===== config.mk =====
export PLATFORM = sky130hd
export DESIGN_NAME = fbdrt_front
export DESIGN_NICKNAME = d
export VERILOG_FILES = /design/src/design/fbdrt_pkg.sv /design/src/design/fbdrt_front.sv
export SDC_FILE = /design/constraint.sdc
export NUM_CORES = 1
export LEC_CHECK = 0
export BUFFER_PORTS_ARGS = -buffer_cell sky130_fd_sc_hd__clkbuf_2
export CAP_MARGIN = 20
export CORE_ASPECT_RATIO = 1.4
export CORE_MARGIN = 5
export CORE_UTILIZATION = 35
export DETAILED_ROUTE_END_ITERATION = 6
export HOLD_SLACK_MARGIN = 0.02
export PLACE_DENSITY = 0.64
export REMOVE_ABC_BUFFERS = 1
export SYNTH_ARGS = -nofsm -noshare
export SYNTH_HDL_FRONTEND = slang
export SYNTH_SLANG_ARGS = --single-unit

===== constraint.sdc =====
create_clock -name i_clk -period 3.18 [get_ports i_clk]
set_clock_uncertainty 0.2 [all_clocks]
set_input_delay 0.318 -clock i_clk [delete_from_list [all_inputs] [get_ports i_clk]]
set_output_delay 0.318 -clock i_clk [all_outputs]
set_load 0.01 [all_outputs]

===== src/design/fbdrt_pkg.sv =====
// ----------------------------------------------------------------------------
// fbdrt_pkg: shared types and constants for the dirty-rectangle frame store
// Frame geometry, request codes, register indexes and the queue word.
// ----------------------------------------------------------------------------
package fbdrt_pkg;

    localparam int MAX_WIDTH   = 512;
    localparam int MAX_HEIGHT  = 512;
    localparam int X_W         = $clog2(MAX_WIDTH);
    localparam int Y_W         = $clog2(MAX_HEIGHT);
    localparam int ADDR_W      = X_W + Y_W;
    localparam int DIM_W       = 10;
    localparam int COLOR_W     = 8;
    localparam int CFG_IDX_W   = 1;
    localparam int CFG_DATA_W  = 10;
    localparam int FRAME_RESET = 512;

    localparam int FIFO_DEPTH  = 4;
    localparam int FIFO_PTR_W  = $clog2(FIFO_DEPTH);
    localparam int FIFO_CNT_W  = $clog2(FIFO_DEPTH + 1);

    typedef enum logic [1:0] {
        REQ_WRITE = 2'd0,
        REQ_READ  = 2'd1,
        REQ_FLUSH = 2'd2,
        REQ_CLEAR = 2'd3
    } t_req;

    typedef enum logic [CFG_IDX_W-1:0] {
        CFG_FRAME_WIDTH  = 1'b0,
        CFG_FRAME_HEIGHT = 1'b1
    } t_cfg_idx;

    typedef struct packed {
        t_req               kind;
        logic               in_range;
        logic [X_W-1:0]     x;
        logic [Y_W-1:0]     y;
        logic [COLOR_W-1:0] color;
        logic [DIM_W-1:0]   act_w;
        logic [DIM_W-1:0]   act_h;
    } t_fifo_word;

endpackage


===== src/design/fbdrt_front.sv =====
// ----------------------------------------------------------------------------
// fbdrt_front: request intake and classification
// Holds the frame registers, range-checks each request and queues it.
// ----------------------------------------------------------------------------
module fbdrt_front (
    input  logic                                i_clk,
    input  logic                                i_rst_n,
    input  logic                                i_start,
    input  logic [1:0]                          i_req_type,
    input  logic [fbdrt_pkg::X_W-1:0]           i_pos_x,
    input  logic [fbdrt_pkg::Y_W-1:0]           i_pos_y,
    input  logic [fbdrt_pkg::COLOR_W-1:0]       i_color,
    input  logic                                i_cfg_we,
    input  logic [fbdrt_pkg::CFG_IDX_W-1:0]     i_cfg_index,
    input  logic [fbdrt_pkg::CFG_DATA_W-1:0]    i_cfg_data,
    input  logic                                i_fifo_full,
    input  logic                                i_sweeping,
    output logic                                o_busy,
    output logic                                o_push,
    output fbdrt_pkg::t_fifo_word               o_word,
    output logic                                o_resize
);

    logic [fbdrt_pkg::DIM_W-1:0] r_frame_width;
    logic [fbdrt_pkg::DIM_W-1:0] r_frame_height;
    logic [fbdrt_pkg::DIM_W-1:0] n_frame_width;
    logic [fbdrt_pkg::DIM_W-1:0] n_frame_height;
    logic [fbdrt_pkg::DIM_W-1:0] act_w;
    logic [fbdrt_pkg::DIM_W-1:0] act_h;

    always_comb begin
        n_frame_width  = r_frame_width;
        n_frame_height = r_frame_height;
        o_resize       = 1'b0;
        if (i_cfg_we) begin
            case (fbdrt_pkg::t_cfg_idx'(i_cfg_index))
                fbdrt_pkg::CFG_FRAME_WIDTH: begin
                    if (i_cfg_data != r_frame_width) begin
                        n_frame_width = i_cfg_data;
                        o_resize      = 1'b1;
                    end
                end
                fbdrt_pkg::CFG_FRAME_HEIGHT: begin
                    if (i_cfg_data != r_frame_height) begin
                        n_frame_height = i_cfg_data;
                        o_resize       = 1'b1;
                    end
                end
                default: begin
                end
            endcase
        end
    end

    always_ff @(posedge i_clk) begin
        if (!i_rst_n) begin
            r_frame_width  <= fbdrt_pkg::DIM_W'(fbdrt_pkg::FRAME_RESET);
            r_frame_height <= fbdrt_pkg::DIM_W'(fbdrt_pkg::FRAME_RESET);
        end else begin
            r_frame_width  <= n_frame_width;
            r_frame_height <= n_frame_height;
        end
    end

    assign act_w = (r_frame_width > fbdrt_pkg::DIM_W'(fbdrt_pkg::MAX_WIDTH))
                 ? fbdrt_pkg::DIM_W'(fbdrt_pkg::MAX_WIDTH) : r_frame_width;
    assign act_h = (r_frame_height > fbdrt_pkg::DIM_W'(fbdrt_pkg::MAX_HEIGHT))
                 ? fbdrt_pkg::DIM_W'(fbdrt_pkg::MAX_HEIGHT) : r_frame_height;

    always_comb begin
        o_word.kind     = fbdrt_pkg::t_req'(i_req_type);
        o_word.in_range = (fbdrt_pkg::DIM_W'(i_pos_x) < act_w)
                       && (fbdrt_pkg::DIM_W'(i_pos_y) < act_h);
        o_word.x        = i_pos_x;
        o_word.y        = i_pos_y;
        o_word.color    = i_color;
        o_word.act_w    = act_w;
        o_word.act_h    = act_h;
    end

    assign o_busy = i_fifo_full | i_sweeping;
    assign o_push = i_start & ~o_busy;

endmodule


======== Yosys cells after proc, flatten, opt, wreduce, memory -nomap -nowiden ========
Cells that the tools add are included.
W data, S select, Z words.
cells by class
  bitwise gates (word level) .............. 4
  mux-type cells .......................... 6
  equality and inequality tests ........... 2
  reductions and logical operators ........ 3
  magnitude comparators ................... 4
operator list
  kind                    number
  $gt A10 B10 Y1 const B  2
  $lt A9 B10 Y1           2
  $mux W10                2
  $ne A10 B10 Y1          2
  $reduce_and A3 Y1       2
  $mux W1                 3
  $not A1 Y1              2
  $pmux W1 S2             1
  $and A1 B1 Y1           1
  $logic_and A1 B1 Y1     1
  $or A1 B1 Y1            1
word-level totals
  output and inout bits ................... 52
  word-level logic and storage cells ...... 21
  bits in registers ....................... 20
  input bits .............................. 45

======== Logic depth before layout (Yosys ltp) ========
Gate-level depths: netlist of the first run.
  depth after elaboration ................. 4
  gate-level depth with buffers ........... 9
  mapped depth without buffers ............ 9

======== Worst setup path after synthesis of the first run ========
No wires, ideal clock.
  path kind ............................... reg2out
  start ................................... register r_frame_height[2] in the netlist's numbering
  end ..................................... output o_word[46] in the netlist's numbering
  data arrival time ....................... 2224 ps
  data required time ...................... 2662 ps
  cell stages (with the launch flop) ...... 10
  buffers on the path ..................... 0
  setup slack ............................. 438 ps
  cells stage by stage .................... dfxtp_1 nor4_1 nand2_1 o41ai_2 nand2_1 ha_1 and4_1 and2_1 a221o_1 a211oi_1
RTL lines
  what                    RTL line           text
  start, declared         fbdrt_front.sv:25  logic [fbdrt_pkg::DIM_W-1:0] r_frame_height;
  start signal, assigned  fbdrt_front.sv:58  r_frame_height <= fbdrt_pkg::DIM_W'(fbdrt_pkg::FRAME_RESET);
  start signal, assigned  fbdrt_front.sv:61  r_frame_height <= n_frame_height;
  end, declared           fbdrt_front.sv:20  output fbdrt_pkg::t_fifo_word o_word,

==> results of run 1 <==
area by class of cell:
cell class / count / area share
flip-flops and latches: 20 / 0.154
clock buffers: 3 / 0.0159
inverters: 17 / 0.0245
well taps: 74 / 0.0356
multi-input cells: 209 / 0.606
repair buffers: 82 / 0.163
stage by stage:
step	utilization	setup WS (ns)	setup TNS [ns]
after floorplan	-	0.294	0
after global placement	0.387	0.290	0
after detailed placement	0.387	0.223	0
after CTS	0.396	0.0214	0
after global routing	0.396	-0.0386	-0.0386
final	0.396	0.0482	0
flip-flops by register name (all words and copies together) (netlist names):
register        count
r_frame_width      10
r_frame_height     10
cells in the final DEF, fill, tap and decap left out, types with 16 or more instances in the layout:
| cell type | n |
|---|---|
| nand2_1 | 37 |
| clkbuf_2 | 75 |
| dfxtp_1 | 19 |
| ha_1 | 16 |
| nor2_1 | 23 |
| inv_1 | 17 |
| xnor2_1 | 20 |
| o21ai_0 | 19 |
kinds of logic (layout without fill, tap and decap cells):
family,after synthesis,count (layout),share of synthesized area
XOR/XNOR,20,20,0.0746
buffers and inverters,65,102,0.165
AND/OR/NAND/NOR,95,95,0.196
adder cells (fa/ha/maj),16,16,0.0853
flip-flops,20,20,0.171
AO/OA/AOI/OAI,78,78,0.309
routing by layer:
metal	vias to the layer above	routed length [µm]	part of all wire
met5	-	0	0
met4	0	126	0.020
met3	12	482	0.077
met2	91	3080	0.49
met1	1017	2600	0.41
li1	1091	-	-
synthesized netlist by cell type:
cell type,instances,area (µm²)
o41ai_2,2,32.5
o211ai_1,1,7.51
nand2_1,37,139
or2b_1,2,15.0
o31ai_1,2,15.0
nor2b_1,5,31.3
buf_6,2,22.5
buf_2,9,45.0
and4_1,1,8.76
and4b_1,1,10.0
a21o_1,6,45.0
nand4_1,4,25.0
nor2_1,23,86.3
o311ai_1,9,78.8
nand2b_1,9,56.3
a211oi_1,1,7.51
and2_1,5,31.3
or4_1,1,7.51
buf_4,31,233
dfxtp_1,20,400
nand4b_1,1,8.76
nor4_1,2,12.5
a211o_1,2,17.5
a2bb2oi_2,9,135
clkbuf_1,6,22.5
o22ai_1,1,6.26
a2bb2oi_1,9,78.8
a221o_1,1,10.0
ha_1,16,200
xnor2_1,20,175
o311a_1,3,30.0
a21oi_1,4,20.0
inv_1,17,63.8
o311ai_2,9,146
o21ai_0,19,95.1
nor4b_1,1,8.76
or2_2,1,6.26
or2_1,2,12.5
report_power, final:
group          switching [mW]  internal, mW
combinational           0.158         0.141
clock                  0.0823        0.0844
sequential             0.0393         0.273
critical path, delay by kind of cell, from the launching register on:
kind                     cells  cell delay [ns]
AO/OA/AOI/OAI                3             0.74
adder cells (fa/ha/maj)      1             0.29
buffers and inverters        1             0.17
flip-flops                   1             0.33
AND/OR/NAND/NOR              5             0.84
path summary, 6_finish.rpt:
path	end	slack [ns]	cells after the start	start
min	r_frame_height[9]$_SDFFE_PN1P_	0.30	3	i_cfg_data[9]
max	o_word[46]	0.05	10	r_frame_height[3]$_SDFFE_PN0P_
min reg2reg	r_frame_height[2]$_SDFFE_PN0P_	0.35	2	r_frame_height[2]$_SDFFE_PN0P_
max reg2reg	r_frame_width[9]$_SDFFE_PN1P_	1.06	5	r_frame_width[9]$_SDFFE_PN1P_
repair_timing:
action / in CTS / in global routing
pin swaps: 1 / 0
setup endpoints to repair: 1 / 1
resized for setup: 3 / 1
hold endpoints to repair: 0 / 0
==> qor.csv, run 1 <==
metric;value;unit
Total Power;0.779;mW
Tot GR Track Use;0.147;
worst skew pair latency;0.26;ns
initial DRC count;111;
syn avg cell area;7.98;µm²
Req. time, crit path;2.66;ns
Die ar.;8470;µm²
area delta synth->final;10.9;%
Sequential Area;402;µm²
CP max stage cell;dfxtp_1;
Pleak;1.16;nW
met1 global-route usage;0.179;
die span in y;107;µm
core area;6570;µm²
Max Buffers Root-to-Sink;2;
clock tree sinks;20;
cell row count;35;
PD cells;299;nW/µm²
critical path class;reg2out;
placed cells;402;
CP Max Fanout;4;
worst-margin pin slew;0.581;ns
Worst path max stage delay;0.33;ns
min Tclk post-route;3.13;ns
Initial Util;0.357;
Multi-input gate area;1580;µm²
die width;79.2;µm
Yosys cell types;38;
DP HPWL;5020;µm
Critical Path Source Type;register;
first-pass GRT wire length;10100;µm
gr busiest metal;met2;
unrepaired setup endpoints after global routing;true;
vias;2211;
fmax;0.319;GHz
Final Net Count;394;
DRC;0;
hold buffers post-CTS;0;
Arrival @ worst endpoint;2.61;ns
Final Hold Fails;0;
Post-DP Area;2540;µm²
GRT overflow;0;
Detailed Routing Iterations Pass 1;4;
final wirelength;6280;µm
CP cell instances;nor4_2 -> nand2_1 -> o41ai_4 -> nand2_1 -> ha_1 -> and4_1 -> and2_1 -> a221o_1 -> a211oi_1 -> buf_2;
Synth Register Bits;20;
# diodes;0;
fillers;696;
worst hold path class;in2reg;
layout cells sized above 1;0.326;
Post-CTS Repair Setup Buffers;0;
antenna violations before repair;0;
worst vdd ir;0.000140;V
IO Port Bufs;76;
MaxCap Viol Count;0;
run status;finished, final reports clean;
synth warn;0;
headroom to the max-slew limit;0.613;
fin crit share;0.985;
largest net degree at the start of global routing;29;
sequential share of the synthesized area;0.171;
Root Driver;clkbuf_8;
vias per std cell;5.46;
Routed Antenna Nets;0;
most used cell along the critical path;nand2_1;
Hold Slack;0.298;ns
io pins;97;
vias in the first global route;2171;
routed len/inst;15.5;µm
Synth Cell Area;2350;µm²
final instance area;2600;µm²
final std cells w/o fill;405;
Critical Path Sink Type;primary output;
gpl congestion;0.807;
Global Route met2 Usage;0.251;
H-tree levels;1;
max-slew violation count;0;
Final setup viols;0;
TritonCTS clock tree;built;
TritonCTS buffer count;3;
met3 usage;0.0319;
clock-pin slew on the worst setup and hold paths;0.07;ns
Syn Inst Count;294;
No activity file was read; power rests on OpenSTA's default activity.
==> run 2: changes to the inputs <==
--- a/config.mk
+++ b/config.mk
@@ -12,8 +12,9 @@
 export CORE_UTILIZATION = 35
 export DETAILED_ROUTE_END_ITERATION = 6
 export HOLD_SLACK_MARGIN = 0.02
-export PLACE_DENSITY = 0.64
+export PLACE_DENSITY = 0.68
 export REMOVE_ABC_BUFFERS = 1
 export SYNTH_ARGS = -nofsm -noshare
 export SYNTH_HDL_FRONTEND = slang
 export SYNTH_SLANG_ARGS = --single-unit
+export TNS_END_PERCENT = 30
==> run 2 against run 1 <==
Compared with the run above: wire length fell by 1.9%; fmax rose by 1.0%; first-iteration DRC count increased by 2.7%; sequential power barely moved; hold slack better by 0.0055 ns; die area unchanged; register-to-register slack worse by 0.05 ns; combinational power hardly changed; worst setup slack improved by 0.031 ns.
==> qor.csv, run 2 (synthesis results as in run 1) <==
metric;value;unit
Flop pwr share;0.384;
commonest non-fill, non-tap cell in the layout;clkbuf_2;
Die ar.;8470;µm²
MaxCap Viol Count;0;
worst skew pair latency;0.26;ns
Arrival @ worst endpoint;2.58;ns
hold buffers post-CTS;0;
PD cells;308;nW/µm²
fmax;0.323;GHz
min Tclk post-route;3.10;ns
Pleak;1.17;nW
Routed Antenna Nets;0;
final wirelength;6160;µm
antenna violations before repair;0;
run status;finished, final reports clean;
Initial Util;0.357;
routed len/inst;15.1;µm
fin crit share;0.975;
core area;6570;µm²
combinational share of power;0.372;
clock share of power;0.244;
worst-margin pin slew;0.569;ns
vias in the first global route;2084;
# diodes;0;
gpl congestion;0.822;
worst hold path class;in2reg;
DP HPWL;4990;µm
worst vdd ir;0.000142;V
largest net degree at the start of global routing;29;
vias per std cell;5.46;
unrepaired setup endpoints after global routing;true;
area delta synth->final;12.0;%
clock-pin slew on the worst setup and hold paths;0.08;ns
Final setup viols;0;
Critical Path Source Type;register;
Critical Path Sink Type;primary output;
Req. time, crit path;2.66;ns
DRC;0;
pre-CTS setup slack;0.217;ns
TritonCTS buffer count;3;
Final Util;0.400;
Detailed Routing Iterations Pass 1;4;
first-pass GRT wire length;9750;µm
critical path class;reg2out;
Root Driver;clkbuf_8;
switching pwr;0.283;mW
vias;2224;
IO Port Bufs;76;
die span in y;107;µm
fillers;675;
io pins;97;
biggest regs;r_frame_height (10), r_frame_width (10);
headroom to the max-slew limit;0.620;
worst setup margin;0.0796;ns
H-tree levels;1;
die width;79.2;µm
Pint;0.527;mW
CP Max Fanout;5;
commonest cells after routing, fill and taps aside;clkbuf_2, nand2_1, nor2_1;
Tot GR Track Use;0.141;
clock tree sinks;20;
cell row count;35;
TritonCTS clock tree;built;
GRT overflow;0;
Sw Ratio;0.349;
max-slew violation count;0;
initial DRC count;114;
Final Hold Fails;0;
Setup TNS Final;0;ns
layout cells sized above 1;0.333;
Final Net Count;395;
Max Buffers Root-to-Sink;2;
[run 2: cell count changes in the layout (fill, tap and decap cells not counted)]
cell | previous run | this run
a211oi_2 | 0 | 1
a211oi_1 | 1 | 0
clkbuf_8 | 3 | 4
buf_4 | 6 | 7
[run 2: layout make-up]
cell class | count | area, µm² | share of cell area
sequential | 20 | 402 | 0.153
timing repair buffer | 83 | 433 | 0.165
multi-input combinational | 209 | 1580 | 0.602
inverter | 17 | 63.8 | 0.0243
clock buffer | 4 | 55.1 | 0.0209
tap | 74 | 92.6 | 0.0352
[run 2: critical path, stage by stage (launching register included)]
cell      delay [ns]
dfxtp_2         0.35
nor4_2          0.25
nand2_1         0.12
o41ai_4         0.27
nand2_1         0.10
ha_1            0.27
and4_1          0.20
and2_1          0.15
a221o_1         0.32
a211oi_2        0.15
buf_2           0.16
[run 2: layer usage]
| metal | wire length (µm) | GRT usage | up-vias |
|---|---|---|---|
| li1 | - | - | 1101 |
| met1 | 2710 | 0.175 | 1024 |
| met2 | 2940 | 0.240 | 87 |
| met3 | 384 | 0.0311 | 12 |
| met4 | 129 | 0.0467 | 0 |
| met5 | 0 | 0 | - |
[run 2: through the flow]
stage	instance area, µm²	hold slack (ns)	power [mW]	cells
3_5_place_dp	2550	0.352	0.612	403
2_1_floorplan	2020	0.275	0.487	246
4_1_cts	2620	0.305	0.811	407
3_3_place_gp	2550	0.344	0.605	403
6_report	2630	0.304	0.810	407
5_1_grt	2630	0.322	0.857	407
[run 2: final timing paths]
check,cells past startpoint,from,to,slack (ns)
hold reg to reg,2,r_frame_height[2]$_SDFFE_PN0P_,r_frame_height[2]$_SDFFE_PN0P_,0.36
hold / removal,3,i_cfg_data[9],r_frame_height[9]$_SDFFE_PN1P_,0.30
setup reg to reg,4,r_frame_height[9]$_SDFFE_PN1P_,r_frame_height[9]$_SDFFE_PN1P_,1.01
setup / recovery,10,r_frame_height[2]$_SDFFE_PN0P_,o_word[46],0.08
[run 2: repair_timing]
item	4_1_cts	5_1_grt
endpoints found under the hold margin	0	0
buffers inserted	0	0
setup endpoints to repair	1	1
gates resized for setup	3	2
pin swaps	1	0
[run 2: power groups by stage]
stage          clock network, mW  logic, mW  registers (mW)
2_1_floorplan                  0      0.183           0.304
3_3_place_gp                   0      0.292           0.313
3_5_place_dp                   0      0.297           0.315
4_1_cts                    0.198      0.302           0.311
5_1_grt                    0.208      0.333           0.316
6_report                   0.197      0.301           0.311
==> run 3: changes to the inputs <==
==> constraint.sdc (replaced) <==
create_clock -name i_clk -period 3.6 [get_ports i_clk]
set_clock_uncertainty 0.2 [all_clocks]
set_input_delay 0.36 -clock i_clk [delete_from_list [all_inputs] [get_ports i_clk]]
set_output_delay 0.36 -clock i_clk [all_outputs]
set_load 0.01 [all_outputs]
==> run 3 against run 2 <==
Compared with the run above: non-clock buffer count down 4; core utilization down 1.0 points; final cell count down 1.2%; largest cell class unchanged; hold slack better by 0.032 ns; power down 16%; via count up 0.36%; critical path depth unchanged; register-to-register slack better by 0.44 ns; die area unchanged.
==> qor.csv, run 3 (synthesis results as in run 1) <==
metric;value;unit
run status;finished, final reports clean;
Req. time, crit path;3.04;ns
Final Util;0.390;
final std cells w/o fill;402;
max-slew violation count;0;
DP HPWL;5000;µm
routed len/inst;15.4;µm
GRT overflow;0;
Setup TNS Final;0;ns
layout cells sized above 1;0.314;
PD cells;264;nW/µm²
gpl congestion;0.836;
Reg2Reg Setup Slack;1.45;ns
post-cts resize count;0;
cell row count;35;
# diodes;0;
Tot GR Track Use;0.142;
Final Hold Fails;0;
CP Max Fanout;5;
TritonCTS buffer count;3;
vias in the first global route;2078;
Worst R2R End;r_frame_height[9]$_SDFFE_PN1P_;
Critical Path Sink Type;primary output;
worst reg2reg path startpoint;r_frame_height[9]$_SDFFE_PN1P_;
fmax;0.310;GHz
TritonCTS clock tree;built;
Detailed Routing Iterations Pass 1;4;
clock tree sinks;20;
DRC;0;
initial DRC count;117;
die width;79.2;µm
MaxCap Viol Count;0;
final instance area;2560;µm²
antenna violations before repair;0;
commonest cells after routing, fill and taps aside;clkbuf_2, nand2_1, nor2_1;
Initial Util;0.357;
hold buffers post-CTS;0;
Worst path max stage delay;0.36;ns
worst-margin pin slew;0.601;ns
fin crit share;0.896;
IO Port Bufs;76;
most used cell along the critical path;nand2_1;
core area;6570;µm²
vias per std cell;5.55;
die span in y;107;µm
headroom to the max-slew limit;0.599;
largest net degree at the start of global routing;29;
Final setup viols;0;
Final Net Count;391;
Pleak;1.14;nW
critical path class;reg2out;
Critical Path Source;r_frame_height[2]$_SDFFE_PN0P_;
Post-DP Area;2520;µm²
Max Buffers Root-to-Sink;2;
Post-CTS Repair Setup Buffers;0;
final wirelength;6180;µm
worst vdd ir;0.000128;V
Worst Setup EP;o_word[46];
Arrival @ worst endpoint;2.66;ns
Die ar.;8470;µm²
Routed Antenna Nets;0;
vias;2232;
placed cells;399;
Total Power;0.677;mW
Critical Path Source Type;register;
biggest regs;r_frame_height (10), r_frame_width (10);
area delta synth->final;9.12;%
first-pass GRT wire length;9770;µm
worst hold path class;in2reg;
min Tclk post-route;3.22;ns
unrepaired setup endpoints after global routing;false;
CP max stage cell;dfxtp_1;
CP cell instances;nor4_1 -> nand2_1 -> o41ai_2 -> nand2_1 -> ha_1 -> and4_1 -> and2_1 -> a221o_1 -> a211oi_1 -> clkbuf_2;
H-tree levels;1;
R2R depth;4;
clock-pin slew on the worst setup and hold paths;0.07;ns
commonest non-fill, non-tap cell in the layout;clkbuf_2;
Root Driver;clkbuf_8;
worst skew pair latency;0.26;ns
io pins;97;
==> run 3: cell count changes in the layout (fill, tap and decap cells not counted) <==
cell      before  now
a211oi_1       0    1
a211oi_2       1    0
buf_2          1    0
buf_4          7    3
clkbuf_2      75   76
clkbuf_8       4    3
dfxtp_1       19   20
dfxtp_2        1    0
nor4_1         1    2
nor4_2         1    0
o41ai_2        1    2
o41ai_4        1    0
==> run 3: power breakdown <==
group / switching (mW) / internal [mW]
Clock: 0.0740 / 0.0746
Combinational: 0.136 / 0.118
Sequential: 0.0328 / 0.241
Total: 0.243 / 0.434
==> run 3: how the worst min path moves through the flow <==
stage,end,cells after the start,startpoint
2_1_floorplan,r_frame_height[1]$_SDFFE_PN0P_,2,r_frame_height[1]$_SDFFE_PN0P_
3_3_place_gp,r_frame_height[1]$_SDFFE_PN0P_,2,r_frame_height[1]$_SDFFE_PN0P_
3_5_place_dp,r_frame_height[2]$_SDFFE_PN0P_,2,r_frame_height[2]$_SDFFE_PN0P_
4_1_cts,r_frame_height[9]$_SDFFE_PN1P_,3,i_cfg_data[9]
5_1_grt,r_frame_width[9]$_SDFFE_PN1P_,3,i_cfg_data[9]
6_report,r_frame_height[9]$_SDFFE_PN1P_,3,i_cfg_data[9]
==> run 3: layer usage <==
metal / vias up / share of wire / GRT usage
li1: 1093 / - / -
met5: - / 0 / 0
met4: 0 / 0.025 / 0.0516
met1: 1011 / 0.42 / 0.172
met3: 17 / 0.087 / 0.0378
met2: 111 / 0.46 / 0.240
==> run 3: through the flow <==
stage | hold slack (ns) | setup slack [ns]
floorplan | 0.313 | 0.672
global placement | 0.350 | 0.688
detailed placement | 0.358 | 0.638
CTS | 0.332 | 0.347
global route | 0.365 | 0.238
finish | 0.336 | 0.376
==> run 3: layout make-up <==
| cell class | count | area [µm²] |
|---|---|---|
| fillers | 670 | 4010 |
| inverters | 17 | 63.8 |
| clock buffers | 3 | 41.3 |
| repair buffers | 79 | 403 |
| flip-flops and latches | 20 | 400 |
| multi-input cells | 209 | 1560 |
| well taps | 74 | 92.6 |
==> run 3: critical path: cells and delay by family (launching register included) <==
kind                       cells  cell delay [ns]
buffers and inverters          1             0.17
and+or+nand+nor                5             0.83
AOI/OAI and AO/OA              3             0.78
DFF                            1             0.36
adders and majority gates      1             0.28
