==> config.mk <==
export PLATFORM = sky130hd
export DESIGN_NAME = fbdrt_fifo
export DESIGN_NICKNAME = d
export VERILOG_FILES = /design/src/design/fbdrt_pkg.sv /design/src/design/fbdrt_fifo.sv
export SDC_FILE = /design/constraint.sdc
export NUM_CORES = 1
export LEC_CHECK = 0
export BUFFER_PORTS_ARGS = -buffer_cell sky130_fd_sc_hd__buf_2
export CORE_MARGIN = 3
export CORE_UTILIZATION = 40
export CTS_BUF_LIST = sky130_fd_sc_hd__clkbuf_4 sky130_fd_sc_hd__clkbuf_8
export DETAILED_ROUTE_END_ITERATION = 8
export MAX_ROUTING_LAYER = met4
export PLACE_DENSITY = 0.62
export SLEW_MARGIN = 20
export SYNTH_ARGS = -nofsm -noshare
export SYNTH_HDL_FRONTEND = slang
export SYNTH_SLANG_ARGS = --single-unit
==> constraint.sdc <==
create_clock -name i_clk -period 2.8 [get_ports i_clk]
set_input_delay 0.56 -clock i_clk [delete_from_list [all_inputs] [get_ports i_clk]]
set_output_delay 0.56 -clock i_clk [all_outputs]
set_load 0.005 [all_outputs]
==> src/design/fbdrt_pkg.sv <==
// ----------------------------------------------------------------------------
// fbdrt_pkg: shared types and constants for the dirty-rectangle frame store
// Frame geometry, request codes, register indexes and the queue word.
// ----------------------------------------------------------------------------
package fbdrt_pkg;

    localparam int MAX_WIDTH   = 512;
    localparam int MAX_HEIGHT  = 512;
    localparam int X_W         = $clog2(MAX_WIDTH);
    localparam int Y_W         = $clog2(MAX_HEIGHT);
    localparam int ADDR_W      = X_W + Y_W;
    localparam int DIM_W       = 10;
    localparam int COLOR_W     = 8;
    localparam int CFG_IDX_W   = 1;
    localparam int CFG_DATA_W  = 10;
    localparam int FRAME_RESET = 512;

    localparam int FIFO_DEPTH  = 4;
    localparam int FIFO_PTR_W  = $clog2(FIFO_DEPTH);
    localparam int FIFO_CNT_W  = $clog2(FIFO_DEPTH + 1);

    typedef enum logic [1:0] {
        REQ_WRITE = 2'd0,
        REQ_READ  = 2'd1,
        REQ_FLUSH = 2'd2,
        REQ_CLEAR = 2'd3
    } t_req;

    typedef enum logic [CFG_IDX_W-1:0] {
        CFG_FRAME_WIDTH  = 1'b0,
        CFG_FRAME_HEIGHT = 1'b1
    } t_cfg_idx;

    typedef struct packed {
        t_req               kind;
        logic               in_range;
        logic [X_W-1:0]     x;
        logic [Y_W-1:0]     y;
        logic [COLOR_W-1:0] color;
        logic [DIM_W-1:0]   act_w;
        logic [DIM_W-1:0]   act_h;
    } t_fifo_word;

endpackage

==> src/design/fbdrt_fifo.sv <==
// ----------------------------------------------------------------------------
// fbdrt_fifo: request queue between intake and execution
// Small first-in first-out buffer of classified requests.
// ----------------------------------------------------------------------------
module fbdrt_fifo (
    input  logic                   i_clk,
    input  logic                   i_rst_n,
    input  logic                   i_push,
    input  fbdrt_pkg::t_fifo_word  i_word,
    input  logic                   i_pop,
    output fbdrt_pkg::t_fifo_word  o_word,
    output logic                   o_full,
    output logic                   o_empty
);

    fbdrt_pkg::t_fifo_word r_slot [fbdrt_pkg::FIFO_DEPTH];
    logic [fbdrt_pkg::FIFO_PTR_W-1:0] r_wptr;
    logic [fbdrt_pkg::FIFO_PTR_W-1:0] r_rptr;
    logic [fbdrt_pkg::FIFO_CNT_W-1:0] r_count;
    logic [fbdrt_pkg::FIFO_PTR_W-1:0] n_wptr;
    logic [fbdrt_pkg::FIFO_PTR_W-1:0] n_rptr;
    logic [fbdrt_pkg::FIFO_CNT_W-1:0] n_count;
    logic                             do_push;
    logic                             do_pop;

    assign o_full  = (r_count == fbdrt_pkg::FIFO_CNT_W'(fbdrt_pkg::FIFO_DEPTH));
    assign o_empty = (r_count == '0);
    assign do_push = i_push & ~o_full;
    assign do_pop  = i_pop & ~o_empty;
    assign o_word  = r_slot[r_rptr];

    always_comb begin
        n_wptr  = do_push ? r_wptr + 1'b1 : r_wptr;
        n_rptr  = do_pop  ? r_rptr + 1'b1 : r_rptr;
        n_count = r_count;
        if (do_push && !do_pop) begin
            n_count = r_count + 1'b1;
        end else if (do_pop && !do_push) begin
            n_count = r_count - 1'b1;
        end
    end

    always_ff @(posedge i_clk) begin
        if (!i_rst_n) begin
            r_wptr  <= '0;
            r_rptr  <= '0;
            r_count <= '0;
        end else begin
            r_wptr  <= n_wptr;
            r_rptr  <= n_rptr;
            r_count <= n_count;
        end
    end

    always_ff @(posedge i_clk) begin
        if (do_push) begin
            r_slot[r_wptr] <= i_word;
        end
    end

endmodule

Word level (Yosys, flattened, before mapping)
Memories as Yosys holds them, arrays and structs flattened. A register that Yosys moved wholly into a read port is not among the register bits.
Cells that the tools add are included.
{"block": "totals", "ff_bits": 7, "ram_bits": 196, "input_bits": 53, "output_inout_bits": 51, "wordCells": 25, "n_memories": 1}
{"block": "classes", "add_sub_neg": 4, "eq_ne": 1, "mux": 6, "bitwise_logic": 4, "reduce_logical": 6}
{"memory": "r_slot", "words": 4, "word_bits": 49, "read_ports": 1, "rd_clocked_by_memory_dff": 1, "wr": 1, "line": "fbdrt_fifo.sv:16", "source": "fbdrt_pkg::t_fifo_word r_slot [fbdrt_pkg::FIFO_DEPTH];"}
{"operator": "$mux W3", "n": 2}
{"operator": "$add A2 B1 Y2 const B", "n": 2}
{"operator": "$mux W2", "n": 2}
{"operator": "$add A3 B1 Y3 const B", "n": 1}
{"operator": "$eq A3 B3 Y1 const B", "n": 1}
{"operator": "$logic_not A3 Y1", "n": 1}
{"operator": "$sub A3 B1 Y3 const B", "n": 1}
{"operator": "$and A1 B1 Y1", "n": 2}
{"operator": "$logic_and A1 B1 Y1", "n": 2}
{"operator": "$logic_not A1 Y1", "n": 2}
{"operator": "$mux W1", "n": 2}
{"operator": "$not A1 Y1", "n": 2}
{"operator": "$reduce_bool A2 Y1", "n": 1}

Longest topological paths before layout
Gate-level depths: netlist (run 1).
{"block": "logic_depth", "word_depth": 7, "ltp_mapped": 9, "depth_no_buf": 8}

Worst setup path before layout (run 1)
OpenSTA, ideal clock, no wires.
{"block": "synth_timing", "kind": "input port to flip-flop", "start": "input port i_push", "end": "memory r_slot[0][0] (netlist bit) (enable)", "setup_time_ns": 0.412, "arrival_ns": 2.018, "required_time_ns": 2.388, "setup_slack_ns": 0.370, "stages": 3, "n_path_buf": 1, "path_cell_list": "nor2b_1 buf_2 and2_1"}
{"block": "synth_between", "elab_chain_len": 3}
{"item": "from (decl)", "line": "fbdrt_fifo.sv:8", "source": "input logic i_push,"}
{"item": "$and A1 B1 Y1", "line": "fbdrt_fifo.sv:28", "source": "assign do_push = i_push & ~o_full;"}
{"item": "net do_push", "line": "fbdrt_fifo.sv:23", "source": "logic do_push;"}
{"item": "$mux W1", "line": "fbdrt_fifo.sv:56", "source": "if (do_push) begin"}
{"item": "$mux W1 (not written as such)", "line": "fbdrt_fifo.sv:57", "source": "r_slot[r_wptr] <= i_word;"}
{"item": "to (decl)", "line": "fbdrt_fifo.sv:16"}
The timed path passes the listed nets, and every way through them passes these cells.

==> results.md, run 1 <==
* Fraction of post-synthesis cell area in the top cell type by area at 77.8%
* Predominant post-synthesis flop cell: sky130_fd_sc_hd__edfxtp_1
* Data required, critical path at 2.24 ns
* Cell family contributing the most delay on the critical path: flip-flops
* Peak supply drop at 0.433 mV
* Placeable core region at 18300 sq um
* Post-synthesis cell area at 7560 sq um
* Most numerous cell types in the synthesized netlist: sky130_fd_sc_hd__edfxtp_1, sky130_fd_sc_hd__mux4_2, sky130_fd_sc_hd__dfxtp_1, sky130_fd_sc_hd__and2_1, sky130_fd_sc_hd__ha_1
* Count of flip-flops with a built-in enable after synthesis at 196
* Final hold vios at 0
* Worst clock skew at 0.0160 ns
* Number of routed nets with antenna violations at 0
* Max-slew headroom at the worst pin at 70.1%
* WL per Instance at 19.8 um
* Number of port buffers at 103
* Final slew viol count at 0
* Hold Buf Count CTS at 0
* Multi-input gate area in the final layout at 1390 sq um
* Via count normalized by instance count at 5.07
* GRT Resource Usage Total at 14.5%
* Proportion of synthesized flip-flops having asynchronous set or reset at 0%
* Count of pins on the block boundary at 104
* # DRC at 0
* Share of final-layout standard cells stronger than drive strength 1 at 48.4%
* Synthesized instance count at 304
* Clock root buffer: sky130_fd_sc_hd__clkbuf_8
* Hold-critical path depth at 1
* Setup tns final at 0 ns
* Tightest Hold Check Type: input pin to flop
* Endpoint of the most critical register-to-register path: r_count[2]
* Largest area contributor in the synthesized netlist: sky130_fd_sc_hd__edfxtp_1
* Seq/Total Area, Yosys at 80.2%
* End point of the worst hold path: r_slot[1][2]
* Effective utilization at floorplan at 41.4%
* Crit Path Category: flop to output pin
* Critical R2R Launch: r_count[0]
* CP arrival at 2.04 ns
* Maximum clock frequency at 385 MHz
* Startpoint Class: flop
* Crit-path cells: buf_4, mux4_1, buf_2
* RD Place Congestion at 0.678
* Number of synthesis warnings at 0
* Register area at 6070 sq um
* Number of failing setup endpoints in the final timing report at 0
* Maxcap violations at 0
* Clock Sinks at 205
* Cells taking the most area after synthesis: sky130_fd_sc_hd__edfxtp_1, sky130_fd_sc_hd__mux4_2, sky130_fd_sc_hd__dfxtp_1
* CTS tree: done
* Synthesized net count at 363
* Critical path capture point type: output pin
* CTS max path bufs at 3
* CTS H-tree lvls at 2
* Avg Inst Size Synth at 24.9 sq um
* Resize count post-CTS at 0
* Die height at 144 um
* Reported leakage power at 3.13 nW
* Buf+Inv Stages, Crit Path at 2
* Standard cell area after detailed placement at 8390 sq um
* Number of CTS-inserted buffers at 37
* Most repeated cell in the gate-level netlist after synthesis: sky130_fd_sc_hd__edfxtp_1
* Clock period minus worst slack at 2.60 ns
* FILL cells at 1547
* Number of global-route vias before repair at 4042
* Slew at the pin with the worst max-slew slack at 0.443 ns
* Yosys reg bits at 205
* Number of different library cells in the post-synthesis netlist at 26
* Die outline width at 144 um
* Outcome: complete, no violations
* Number of buffers inserted by post-CTS setup repair at 0
* 1st-pass router iterations at 6
* Floorplan die area at 20600 sq um
* Pin count of the biggest net entering global routing at 28
* Delay of the slowest cell on the worst path at 0.55 ns
* Clock Latency Late Sink at 0.50 ns
* Worst Reg2Reg Path Length in Cells at 7
* Initial antenna violation count at 2
* Total via count in the routed design at 3579
* Final period utilization at 92.7%
* Rows at 49
* Standard cell with the maximum stage delay on the critical path: sky130_fd_sc_hd__dfxtp_4
* Setup repair after global routing missed its margin: no
* Critical path fanouts, max at 15
* Power density over cell area at 904 nW/um^2
* First DRT Iteration DRCs at 169
* Remaining global-route overflow at 0
* Design area at 9110 sq um
* Total Nets Final at 506
* Area growth from synthesis to layout at 20.5%
* Reg2Reg Setup Slack at 0.49 ns
* Min-Delay Startpoint: i_word[2]
* Wirelength, routed at 14.0 mm
* CTS clk-pin slew, worst paths at 0.05 ns
* First-pass GRT wire length at 21.9 mm
* Half-perimeter wire length after detailed placement at 8.27 mm
where the power goes:
part           internal [mW]  leakage, nW  switching, mW  total, mW
Combinational          0.928        0.879          0.787       1.72
Sequential              3.73         1.87          0.152       3.88
Clock                   1.50        0.379           1.13       2.64
Total                   6.16         3.13           2.07       8.24
registers in the layout (all words and copies together) (netlist names), named ones only:
| register | count |
|---|---|
| r_wptr | 2 |
| r_slot | 196 |
| r_rptr | 2 |
| r_count | 3 |
per-layer routing:
metal  up-vias  part of all wire, %  wire length [um]  track usage [%]
met1      1855                   43              6020             18.1
met4         0                  2.0               278             4.66
li1       1581                    -                 -                -
met3        27                  6.6               929             4.29
met2       116                   48              6760             23.0
met5         -                    0                 0                -
cell usage in the layout, fill, tap and decap left out, drive strengths merged, types with 2 or more instances in the layout:
cell	n
clkinv	11
mux2i	3
nor2b	2
mux4	49
clkbuf	54
diode	2
xnor2	3
dfxtp	9
clkinvlp	2
inv	3
ha	5
and2	8
edfxtp	196
nand2	4
buf	117
logic make-up after synthesis:
| logic type | after synthesis | share of synthesized area (%) |
|---|---|---|
| simple gates | 17 | 1.27 |
| buf+inv | 16 | 1.52 |
| compound gates | 4 | 0.380 |
| fa+ha+maj | 6 | 1.09 |
| xor+xnor | 4 | 0.463 |
| flops | 205 | 80.2 |
| mux | 52 | 15.1 |
worst register-to-register path, cell delays in order (launching register included):
cell                       delay, ns
sky130_fd_sc_hd__dfxtp_1        0.38
sky130_fd_sc_hd__o31ai_1        0.42
sky130_fd_sc_hd__ha_1           0.27
sky130_fd_sc_hd__inv_1          0.06
sky130_fd_sc_hd__fa_1           0.38
sky130_fd_sc_hd__xor2_1         0.16
sky130_fd_sc_hd__or3_1          0.32
sky130_fd_sc_hd__a21boi_0       0.22
worst max-delay path by stage:
stage | slack (ns) | startpoint | to | cells past startpoint
4_1_cts | 0.11 | flop | o_word[46] | 3
2_1_floorplan | 0.37 | i_push | r_slot[0][0] | 3
6_report | 0.20 | flop | o_word[46] | 3
3_5_place_dp | 0.44 | i_push | r_count[2] | 9
3_3_place_gp | 0.63 | i_push | r_count[2] | 9
5_1_grt | 0.05 | flop | o_word[46] | 3
layout make-up:
type                       instances  area share, %
inverter                           3          0.124
tap                              229           3.14
clock buffer                      54           7.19
multi-input combinational         83           15.2
antenna                            2         0.0549
clock inverter                    13          0.673
timing repair buffer             117           6.95
sequential                       205           66.6
per-stage QoR:
step	cells	total power [mW]	utilization, %	hold slack (ns)	worst slack [ns]
after CTS	704	8.42	49.8	0.230	0.111
after global routing	706	8.70	49.9	0.236	0.0467
after global placement	637	5.68	45.9	0.478	0.630
final	706	8.24	49.9	0.269	0.205
after detailed placement	637	5.72	45.9	0.504	0.439
after floorplan	304	5.05	-	0.468	0.370
No activity file was read; power rests on OpenSTA's default activity.
==> run 2: changes to the inputs <==
PLACE_DENSITY = default   (was 0.62)
==> results.md, run 2 (synthesis gave the netlist of run 1 again) <==
* Count of pins on the block boundary at 104 (unchanged)
* Final period utilization at 91.7% (was 92.7%)
* First-pass GRT wire length at 21.6 mm (was 21.9 mm)
* Clock period minus worst slack at 2.57 ns (was 2.60 ns)
* Power density over cell area at 894 nW/um^2 (was 904 nW/um^2)
* Clock root buffer: sky130_fd_sc_hd__clkbuf_8 (unchanged)
* Top reg by flops: r_slot (unchanged)
* # DRC at 0 (unchanged)
* Tightest Hold Check Type: input pin to flop (unchanged)
* Standard cell with the maximum stage delay on the critical path: sky130_fd_sc_hd__mux4_1 (was sky130_fd_sc_hd__dfxtp_4)
* Max FFs per register at 196 (unchanged)
* First DRT Iteration DRCs at 178 (was 169)
* Effective utilization at floorplan at 41.4% (unchanged)
* Resize count post-CTS at 0 (unchanged)
* Critical path fanouts, max at 12 (was 15)
* Rows at 49 (unchanged)
* Clock Sinks at 205 (unchanged)
* Half-perimeter wire length after detailed placement at 8.21 mm (was 8.27 mm)
* Wirelength, routed at 13.9 mm (was 14.0 mm)
* Maximum clock frequency at 390 MHz (was 385 MHz)
* Outcome: complete, no violations (unchanged)
* Die outline width at 144 um (unchanged)
* Reg2Reg Setup Slack at 0.56 ns (was 0.49 ns)
* Total power draw at 8.11 mW (was 8.24 mW)
* Floorplan die area at 20600 sq um (unchanged)
* Hold Buf Count CTS at 0 (unchanged)
* Reported leakage power at 3.09 nW (was 3.13 nW)
* End point of the worst hold path: r_slot[3][2] (was r_slot[1][2])
* Setup tns final at 0 ns (unchanged)
* WL per Instance at 20.1 um (was 19.8 um)
* Via count normalized by instance count at 5.01 (was 5.07)
* Remaining global-route overflow at 0 (unchanged)
* Final core utilization at 49.7% (was 49.9%)
* Final slew viol count at 0 (unchanged)
* RD Place Congestion at 0.662 (was 0.678)
* CTS tree: done (unchanged)
* Max-slew headroom at the worst pin at 65.3% (was 70.1%)
* Hold-critical path depth at 1 (unchanged)
* Regs by FF count: r_slot (196), r_count (3) (unchanged)
* Delay of the slowest cell on the worst path at 0.57 ns (was 0.55 ns)
* Crit-path cells: buf_4, mux4_1, buf_2 (unchanged)
* GRT Resource Usage Total at 14.2% (was 14.5%)
* Number of failing setup endpoints in the final timing report at 0 (unchanged)
* Total via count in the routed design at 3476 (was 3579)
* Number of global-route vias before repair at 3983 (was 4042)
* Placeable core region at 18300 sq um (unchanged)
* Startpoint Class: flop (unchanged)
* Number of buffers inserted by post-CTS setup repair at 0 (unchanged)
* Worst clock skew at 0.00997 ns (was 0.0160 ns)
* Setup repair after global routing missed its margin: no (unchanged)
* Slew at the pin with the worst max-slew slack at 0.520 ns (was 0.443 ns)
* Crit Path Category: flop to output pin (unchanged)
* Number of routed nets with antenna violations at 0 (unchanged)
* 1st-pass router iterations at 4 (was 6)
* Final hold vios at 0 (unchanged)
* CP arrival at 2.01 ns (was 2.04 ns)
* Total Nets Final at 500 (was 506)
* Maxcap violations at 0 (unchanged)
* Clock Latency Late Sink at 0.49 ns (was 0.50 ns)
* Area growth from synthesis to layout at 19.9% (was 20.5%)
* Commonest non-fill, non-tap cell in the layout: sky130_fd_sc_hd__edfxtp_1 (unchanged)
* Data required, critical path at 2.24 ns (about the same)
* Buf+Inv Stages, Crit Path at 2 (unchanged)
* Peak supply drop at 0.369 mV (was 0.433 mV)
* FILL cells at 1528 (was 1547)
* Critical R2R Launch: r_count[1] (was r_count[0])
* Design area at 9070 sq um (was 9110 sq um)
* Pin count of the biggest net entering global routing at 50 (was 28)
* CTS H-tree lvls at 2 (unchanged)
* Most frequent cells in the layout: sky130_fd_sc_hd__edfxtp_1, sky130_fd_sc_hd__buf_2, sky130_fd_sc_hd__mux4_2 (unchanged)
* Min-Delay Startpoint: i_word[2] (unchanged)
* Standard cell area after detailed placement at 8410 sq um (was 8390 sq um)
* CTS clk-pin slew, worst paths at 0.06 ns (was 0.05 ns)
* CTS max path bufs at 3 (unchanged)
* Cell family contributing the most delay on the critical path: multiplexers (was flip-flops)
* Initial antenna violation count at 0 (was 2)
* Critical path capture point type: output pin (unchanged)
* Number of CTS-inserted buffers at 35 (was 37)
* Share of final-layout standard cells stronger than drive strength 1 at 47.0% (was 48.4%)
* Endpoint of the most critical register-to-register path: r_count[2] (unchanged)
* Number of port buffers at 103 (unchanged)
* Die height at 144 um (unchanged)
* Worst Reg2Reg Path Length in Cells at 7 (unchanged)
-- run 2: final cells by class --
cell class	instances	area, sq um	share of cell area (%)
Timing Repair Buffer	113	653	7.20
Clock buffer	50	619	6.83
Sequential cell	205	6070	66.9
Inverter	3	11.3	0.124
Clock inverter	10	40.0	0.441
Antenna cell	1	2.50	0.0276
Tap cell	229	287	3.16
Multi-Input combinational cell	83	1390	15.3
-- run 2: worst max-delay path by stage --
stage	start	endpoint	cells after the start
after CTS	flop	o_word[46]	3
after floorplan	i_push	r_slot[0][0]	3
after global routing	flop	o_word[46]	3
after global placement	i_push	r_count[2]	9
final	flop	o_word[46]	3
after detailed placement	i_push	r_count[2]	9
-- run 2: worst register-to-register path: cells and delay by family, from the launching register on --
family | cells | cell delay (ns)
compound gates | 2 | 0.59
buf+inv | 1 | 0.08
simple gates | 1 | 0.30
fa+ha+maj | 2 | 0.66
xor+xnor | 1 | 0.16
flops | 1 | 0.37
-- run 2: where the power goes --
part,total [mW],internal (mW),switching [mW]
clock,2.49,1.41,1.08
combinational,1.75,0.937,0.811
sequential,3.87,3.73,0.136
total,8.11,6.08,2.03
-- run 2: routing by layer --
layer  global-route usage, %  vias to the layer above  wire length (um)
met3                    3.73                       26               805
li1                        -                     1558                 -
met5                       -                        -                 0
met1                    17.1                     1781              5770
met2                    23.4                      111              7110
met4                    4.91                        0               246
-- run 2: per-stage QoR --
step	hold WS, ns	instances	setup WS [ns]
after floorplan	0.468	304	0.370
after global placement	0.477	633	0.616
after detailed placement	0.501	633	0.486
after CTS	0.244	693	0.156
after global routing	0.254	693	0.101
final	0.280	694	0.233
==> run 3: changes to the inputs <==
MAX_ROUTING_LAYER = default   (was met4)
==> results.md, run 3 (synthesis gave the netlist of run 1 again) <==
* Outcome: complete, no violations (unchanged)
* Clock period minus worst slack at 2.57 ns (about the same)
* Clock Sinks at 205 (unchanged)
* Final core utilization at 49.6% (was 49.7%)
* Number of failing setup endpoints in the final timing report at 0 (unchanged)
* Setup slack at placement at 0.486 ns (unchanged)
* Resize count post-CTS at 0 (unchanged)
* Top reg by flops: r_slot (unchanged)
* Number of buffers inserted by post-CTS setup repair at 0 (unchanged)
* Half-perimeter wire length after detailed placement at 8.21 mm (unchanged)
* Startpoint Class: flop (unchanged)
* Share of final-layout standard cells stronger than drive strength 1 at 47.0% (unchanged)
* First-pass GRT wire length at 21.6 mm (about the same)
* Most frequent cells in the layout: sky130_fd_sc_hd__edfxtp_1, sky130_fd_sc_hd__buf_2, sky130_fd_sc_hd__mux4_2 (unchanged)
* CP arrival at 2.01 ns (about the same)
* Post-Route Hold Slack at 0.280 ns (about the same)
* CTS tree: done (unchanged)
* Effective utilization at floorplan at 41.4% (unchanged)
* Die height at 144 um (unchanged)
* CTS H-tree lvls at 2 (unchanged)
* Worst clock skew at 0.00967 ns (was 0.00997 ns)
* Max-slew headroom at the worst pin at 65.3% (about the same)
* Clock root buffer: sky130_fd_sc_hd__clkbuf_8 (unchanged)
* Standard cell area after detailed placement at 8410 sq um (unchanged)
* Pin count of the biggest net entering global routing at 50 (unchanged)
* Total via count in the routed design at 3493 (was 3476)
* Number of global-route vias before repair at 3981 (was 3983)
* Rows at 49 (unchanged)
* Via count normalized by instance count at 5.04 (was 5.01)
* Remaining global-route overflow at 0 (unchanged)
* CTS max path bufs at 3 (unchanged)
* Number of CTS-inserted buffers at 35 (unchanged)
* GRT Resource Usage Total at 13.8% (was 14.2%)
* Max FFs per register at 196 (unchanged)
* Total Nets Final at 500 (unchanged)
* Number of port buffers at 103 (unchanged)
* First DRT Iteration DRCs at 183 (was 178)
* RD Place Congestion at 0.656 (was 0.662)
* Power density over cell area at 894 nW/um^2 (about the same)
* Hold Buf Count CTS at 0 (unchanged)
* Critical path capture point type: output pin (unchanged)
* Final slew viol count at 0 (unchanged)
* Die outline width at 144 um (unchanged)
* Setup repair after global routing missed its margin: no (unchanged)
* Setup tns final at 0 ns (unchanged)
* Crit Path Category: flop to output pin (unchanged)
* Peak supply drop at 0.367 mV (was 0.369 mV)
* Design area at 9070 sq um (about the same)
* Slew at the pin with the worst max-slew slack at 0.520 ns (about the same)
* Placeable core region at 18300 sq um (unchanged)
* Maxcap violations at 0 (unchanged)
* Critical path fanouts, max at 12 (unchanged)
* Area growth from synthesis to layout at 19.9% (about the same)
* Data required, critical path at 2.24 ns (about the same)
* Count of pins on the block boundary at 104 (unchanged)
* Maximum clock frequency at 389 MHz (was 390 MHz)
* Reported leakage power at 3.09 nW (about the same)
* Final hold vios at 0 (unchanged)
* Reg2Reg Setup Slack at 0.57 ns (was 0.56 ns)
* Initial antenna violation count at 0 (unchanged)
* Number of routed nets with antenna violations at 0 (unchanged)
* Wirelength, routed at 13.9 mm (about the same)
* Tightest Hold Check Type: input pin to flop (unchanged)
* Post-route setup slack at 0.233 ns (about the same)
* Regs by FF count: r_slot (196), r_count (3) (unchanged)
* 1st-pass router iterations at 4 (unchanged)
* Ant diodes at 0 (was 1)
* # DRC at 0 (unchanged)
* WL per Instance at 20.1 um (about the same)
* Clock Latency Late Sink at 0.49 ns (about the same)
* CTS clk-pin slew, worst paths at 0.06 ns (about the same)
* Final period utilization at 91.7% (about the same)
* Commonest non-fill, non-tap cell in the layout: sky130_fd_sc_hd__edfxtp_1 (unchanged)
* Floorplan die area at 20600 sq um (unchanged)
run 3: report_power, final:
part           internal [mW]  total [mW]  switching, mW
logic                  0.937        1.75          0.812
clock network           1.41        2.50           1.08
registers               3.73        3.87          0.136
run 3: area by class of cell:
cell class	count	area, sq um
fillers	1529	9200
flip-flops and latches	205	6070
multi-input cells	83	1390
repair buffers	113	653
clock buffers	50	619
well taps	229	287
clock inverters	10	40.0
inverters	3	11.3
run 3: worst paths after layout:
check / cells after the start / endpoint / from
setup / recovery: 3 / o_word[46] / flop
hold / removal: 1 / r_slot[3][2] / i_word[2]
setup reg to reg: 7 / r_count[2] / r_count[0]
hold reg to reg: 2 / r_wptr[1] / r_wptr[1]
run 3: routing by layer:
layer	vias up	track usage, %	share of wire, %
met4	0	4.91	1.8
met1	1794	16.9	41
li1	1556	-	-
met5	-	0	0
met3	26	4.03	6.1
met2	117	23.4	51
run 3: metrics by stage:
stage | cells | power [mW]
after floorplan | 304 | 5.05
after global placement | 633 | 5.70
after detailed placement | 633 | 5.74
after CTS | 693 | 8.28
after global routing | 693 | 8.57
final | 693 | 8.11
run 3: worst max-delay path, stage by stage, from the launching register on:
cell                      delay, ns
sky130_fd_sc_hd__dfxtp_4       0.49
sky130_fd_sc_hd__buf_4         0.31
sky130_fd_sc_hd__mux4_1        0.57
sky130_fd_sc_hd__buf_2         0.14
